[config.mk]
export PLATFORM = sky130hd
export DESIGN_NAME = cft_mul
export DESIGN_NICKNAME = d
export VERILOG_FILES = /design/src/design/cft_pkg.sv /design/src/design/cft_mul.sv
export SDC_FILE = /design/constraint.sdc
export NUM_CORES = 2
export LEC_CHECK = 0
export BUFFER_PORTS_ARGS = -buffer_cell sky130_fd_sc_hd__buf_2
export CAP_MARGIN = 20
export CORE_MARGIN = 2
export CORE_UTILIZATION = 45
export CTS_BUF_LIST = sky130_fd_sc_hd__clkbuf_4
export CTS_CLUSTER_SIZE = 14
export DETAILED_ROUTE_END_ITERATION = 7
export PLACE_DENSITY_LB_ADDON = 0.25
export SYNTH_ARGS = -nofsm -noshare
export SYNTH_HDL_FRONTEND = slang
export SYNTH_SLANG_ARGS = --single-unit
[constraint.sdc]
create_clock -name clock -period 20.2 [get_ports clock]
set_input_delay 4.04 -clock clock [delete_from_list [all_inputs] [get_ports clock]]
set_output_delay 4.04 -clock clock [all_outputs]
set_load 0.01 [all_outputs]
[src/design/cft_pkg.sv]
`timescale 1ns / 1ps
// ----------------------------------------------------------------------------
// cft_pkg
// Shared constants, register codes and sizing helpers for the converging
// flow test pipeline.
// ----------------------------------------------------------------------------
package cft_pkg;

   // default width of one velocity difference (signed Q16.16 at 32)
   localparam int DIFF_BITS_DEF = 32;

   // inverse cell width registers, unsigned Q16.16
   localparam int INV_W = 32;
   localparam logic [INV_W-1:0] INV_WIDTH_RESET = 32'h0001_0000;

   // configuration port
   localparam int CSR_IDX_W  = 2;
   localparam int CSR_DATA_W = 32;

   typedef enum logic [CSR_IDX_W-1:0] {
      CSR_CHECK_ENABLE = 2'd0,
      CSR_INV_WIDTH_X  = 2'd1,
      CSR_INV_WIDTH_Y  = 2'd2,
      CSR_INV_WIDTH_Z  = 2'd3
   } csr_index_type;

   // multiplier digit: 32 bits, plus one sign bit on the top digit
   localparam int DIG_W = 32;

   // digits needed for a signed operand of width w (w >= 2)
   function automatic int num_digits(input int w);
      return (w - 2) / DIG_W + 1;
   endfunction

endpackage

[src/design/cft_mul.sv]
`timescale 1ns / 1ps
// ----------------------------------------------------------------------------
// cft_mul
// Pipelined signed multiplier. One 33x33 digit product per stage is added
// into a full-width accumulator; operands travel down with the partial sum.
// ----------------------------------------------------------------------------
module cft_mul
   import cft_pkg::*;
#(
   parameter int A_W = 32,
   parameter int B_W = 33
) (
   input  logic                      clock,
   input  logic                      en,
   input  logic signed [A_W-1:0]     in_a,
   input  logic signed [B_W-1:0]     in_b,
   output logic signed [A_W+B_W-1:0] out_p
);

   localparam int NA   = num_digits(A_W);
   localparam int NB   = num_digits(B_W);
   localparam int NS   = NA * NB;
   localparam int P_W  = A_W + B_W;
   localparam int AX_W = NA * DIG_W + 1;
   localparam int BX_W = NB * DIG_W + 1;

   // operands entering each stage; entry 0 is the module input
   logic signed [A_W-1:0] a_stg [NS];
   logic signed [B_W-1:0] b_stg [NS];
   logic signed [P_W-1:0] acc_ff [NS];

   assign a_stg[0] = in_a;
   assign b_stg[0] = in_b;

   for (genvar s = 0; s < NS; s++) begin : g_stage
      localparam int DA = s % NA;
      localparam int DB = s / NA;
      localparam int SH = DIG_W * (DA + DB);

      logic signed [AX_W-1:0]      a_x;
      logic signed [BX_W-1:0]      b_x;
      logic signed [DIG_W:0]       dig_a;
      logic signed [DIG_W:0]       dig_b;
      logic signed [2*DIG_W+1:0]   pp;
      logic signed [P_W-1:0]       pp_sh;
      logic signed [P_W-1:0]       acc_in;

      assign a_x = AX_W'(a_stg[s]);
      assign b_x = BX_W'(b_stg[s]);

      // top digit carries the sign, lower digits are unsigned
      if (DA == NA - 1) begin : g_a_top
         assign dig_a = a_x[AX_W-1 -: DIG_W+1];
      end else begin : g_a_low
         assign dig_a = signed'({1'b0, a_x[DA*DIG_W +: DIG_W]});
      end

      if (DB == NB - 1) begin : g_b_top
         assign dig_b = b_x[BX_W-1 -: DIG_W+1];
      end else begin : g_b_low
         assign dig_b = signed'({1'b0, b_x[DB*DIG_W +: DIG_W]});
      end

      assign pp    = dig_a * dig_b;
      assign pp_sh = P_W'(pp) << SH;

      if (s == 0) begin : g_first
         assign acc_in = pp_sh;
      end else begin : g_next
         assign acc_in = acc_ff[s-1] + pp_sh;
      end

      // partial sum register
      always_ff @(posedge clock) begin
         if (en) begin
            acc_ff[s] <= acc_in;
         end
      end

      // operands follow the partial sum
      if (s < NS - 1) begin : g_fwd
         always_ff @(posedge clock) begin
            if (en) begin
               a_stg[s+1] <= a_stg[s];
               b_stg[s+1] <= b_stg[s];
            end
         end
      end
   end

   assign out_p = acc_ff[NS-1];

endmodule

After elaboration in Yosys (flattened, before gate mapping)
Memories as Yosys holds them, arrays and structs flattened.
Cells that the tools add are included.

word-level totals
  register bits = 0
  RAM bits = 65
  input port bits = 67
  output and inout bits = 65
  logic and storage cells = 4
  memories = 1

memory list
  memory  depth  width  rd ports  clocked after memory_dff  wr ports  line           source
  acc_ff  1      65     1         0                         1         cft_mul.sv:30  logic signed [P_W-1:0] acc_ff [NS];

operators by class
  multipliers = 1
  mux-type cells = 2

operator list
  operator        number
  $mul 32x33->65  1
  $mux 1          2

Depth between registers and ports, before layout
  depth after elaboration = 2
  mapped depth = 28
  depth with buffers taken out = 26

Worst setup path before layout
OpenSTA, ideal clock, no wires.

  path kind = input to register
  from = input port in_b[32]
  to = memory acc_ff[0][64] (netlist bit), data pin
  setup time = 260 ps
  arrival time = 11,110 ps
  required time = 19,940 ps
  setup slack = 8,830 ps
  stages = 26
  path buffers = 1
  cell sequence = clkbuf_1 > nand2_1 > inv_1 > fa_1 > inv_1 > fa_1 > inv_1 > fa_1 > fa_1 > inv_1 > fa_1 > inv_1 > fa_1 > inv_1 > fa_1 > inv_1 > fa_1 > ha_1 > a21o_1 > o41ai_1 > nand2_1 > o21ai_0 > nand4_1 > a31o_2 > a21oi_2 > xnor2_1

between the ends
  cells in the longest elaborated chain, start to end = 1

RTL lines
  item                   line           source
  start: declaration     cft_mul.sv:16  input logic signed [B_W-1:0] in_b,
  $mul 32x33->65         cft_mul.sv:64  assign pp = dig_a * dig_b;
  via g_stage[0].pp[64]  cft_mul.sv:44  logic signed [2*DIG_W+1:0] pp;
  end: declaration       cft_mul.sv:30

The timed path passes the listed nets, and every way through them passes these cells.

Worst setup path after layout
  from = input port in_a[5]
  to = memory acc_ff[0][64] (netlist bit), data pin

between the ends
  cells in the longest elaborated chain, start to end = 1

RTL lines
  item                   line           source
  start: declaration     cft_mul.sv:15  input logic signed [A_W-1:0] in_a,
  $mul 32x33->65         cft_mul.sv:64
  via g_stage[0].pp[64]  cft_mul.sv:44

The timed path passes the listed nets, and every way through them passes these cells.

==> flow_summary.yaml <==
global_route:
  grt_pass1_wl_um: 175200
  antenna_found_initial: 12
  grt_busiest_layer: "met2"
  grt_pass1_vias: 29550
  overflow: 0
  grt_max_degree: 54
  use_met2: 0.4066
  gr-usage-met1: 0.3663
  use_met3: 0.04093
  grt.total_usage: 0.2558
sta:
  relSlewSlack: 0.3851
  worst_slack_ps: 8087
  hold_violations: 0
  grt_setup_unrepaired: "false"
  fin_crit_sh: 0.5997
  fin_crit_ps: 12110
  setup_viol: 0
  drv_slew: 0
  fmax_mhz: 82.55
  finalSetupTns_ps: 0
  tightest_slew_ps: 922.3
clock_tree:
  cts_inserted_buffers: 9
  hold_buffers: 0
  ctsResizeCount: 0
  postCtsSetupBuffers: 0
  root_buffer: "clkbuf_4"
  clockBufferDepth: 2
  clock_sinks: 65
  clkTransAtPathRegs_ps: 140
  h-tree-depth: 3
  cts_tree: "yes"
layout:
  register_area_um2: 1952
  reg_top3: "acc_ff (65)"
  areaGrowthSynthToFinish_pct: 3.849
  multi_input_area_um2: 32640
  fillers: 8276
  drive_gt1_frac: 0.04223
  top_register: "acc_ff"
  nets: 5364
  final_cell_mix: "fa_1, inv_1, nand2_1"
  layout_commonest_cell: "fa_1"
  largest_reg_flops: 65
drt:
  drc: 0
  ant_nets: 0
  drtPass1Iterations: 5
  drt-total-wl_um: 106800
  routed_via_density: 5.181
  initialDrtViolationCount: 1680
  vias: 26740
  wl_per_cell_um: 20.70
worst_setup_path:
  crit_fanout: 33
  startpoint: "in_a[5]"
  critPathLaunchType: "primary input"
  cp-endpoint: "acc_ff[0][64]$_DFFE_PP_"
  arrival_ps: 12460
  critPathRequiredTime_ps: 20550
  crit_top_cell: "fa_1"
  worstSetupEndpointType: "flop"
  max_stage_delay_ps: 900
  cp_slowest_cell: "fa_1"
  path_class: "in -> reg"
floorplanning:
  dieArea_um2: 89280
  rows: 108
  coreArea_um2: 86480
  start_util: 0.4522
  die_w_um: 298.8
  num_io_pins: 132
  die_y_um: 298.8
run_status:
  status: "complete, no violations"
yosys:
  synth-seq-area-share: 0.04991
  synth_fp_nets: 5420
  synth_area_leaders: "fa_1, inv_1, and2_1, ha_1, nand2_1"
  yosysTopAreaCell: "fa_1"
  synth_cell_type_count: 59
  synth_area_um2: 39110
  synth_edf_count: 65
  syn_inst: 4055
  yosys_warnings: 0
  synth.avg_cell_area_um2: 9.644
  synth_ff_type: "edfxtp_1"
  synth_top_area_frac: 0.5692
  synthArstFlopShare: 0
  ys_ff_latch: 65
placed_design:
  hpwl_um: 86950
  post-place-ws_ps: 7430
  globalplace.congestion: 0.9246
  io_buffer_count: 131
run:
  maxCapViolCount: 0
worst_hold_path:
  hold_class: "in -> reg"
## worst max-delay path: cells and delay by family
family | cells | cell delay [ps]
adders and majority gates | 9 | 4690
buffers and inverters | 8 | 1770
AOI/OAI and AO/OA | 5 | 1220
and+or+nand+nor | 3 | 620
xor gates and xnor gates | 1 | 70
## worst min path at each step
stage / from / to / slack, ps / depth (start not counted)
6_report: en / acc_ff[0][62]$_DFFE_PP_ / 3790 / 1
5_1_grt: en / acc_ff[0][62]$_DFFE_PP_ / 3770 / 1
4_1_cts: en / acc_ff[0][62]$_DFFE_PP_ / 3760 / 1
3_5_place_dp: en / acc_ff[0][62]$_DFFE_PP_ / 4420 / 1
3_3_place_gp: en / acc_ff[0][62]$_DFFE_PP_ / 4420 / 1
2_1_floorplan: en / acc_ff[0][0]$_DFFE_PP_ / 4150 / 0
## cells in the mapped netlist, types with 3 or more instances
cell,instances
a211oi_1,3
a21boi_0,3
a21o_1,22
a21oi_1,60
a311oi_1,3
a31oi_1,9
and2_1,535
and3_1,5
buf_2,7
clkbuf_1,203
edfxtp_1,65
fa_1,1112
ha_1,186
inv_1,991
nand2_1,539
nand2b_1,14
nand3_1,19
nand4_1,9
nor2_1,65
nor2b_1,7
nor3_1,12
nor3b_1,3
nor4_1,3
o211ai_1,14
o21ai_0,37
o21bai_1,11
o31ai_1,8
xnor2_1,47
xor2_1,24
## cell type report
type | count | share of cell area
clock inverter | 5 | 0.0006162
multi-input combinational | 2788 | 0.8036
antenna | 5 | 0.0003081
inverter | 991 | 0.09159
tap | 1155 | 0.03558
sequential | 65 | 0.04806
timing repair buffer | 144 | 0.01861
clock buffer | 9 | 0.001664
## metrics by stage
step | area, µm² | hold slack, ps | util | cells
finish | 40610 | 3791 | 0.4696 | 5162
global route | 40610 | 3770 | 0.4695 | 5160
CTS | 40600 | 3759 | 0.4695 | 5157
detailed placement | 40510 | 4418 | 0.4684 | 5143
global placement | 40490 | 4416 | 0.4682 | 5141
floorplan | 39110 | 4153 | - | 4055
## cell families after synthesis
group,count (synthesis),share of synthesized area
adders and majority gates,1298,0.6287
buffers and inverters,1202,0.1156
and+or+nand+nor,1218,0.1555
xor gates and xnor gates,71,0.01590
AOI/OAI and AO/OA,200,0.03404
DFF,65,0.04991
muxes,1,0.0002879
## routing by layer
layer	vias up	routed length (µm)
li1	11500	-
met1	14280	46440
met2	809	50570
met3	147	6890
met4	14	2834
met5	-	93
Power is left out: the tool's default activity adds up to more than one toggle a clock period on the data nets, which glitch-free logic cannot reach.
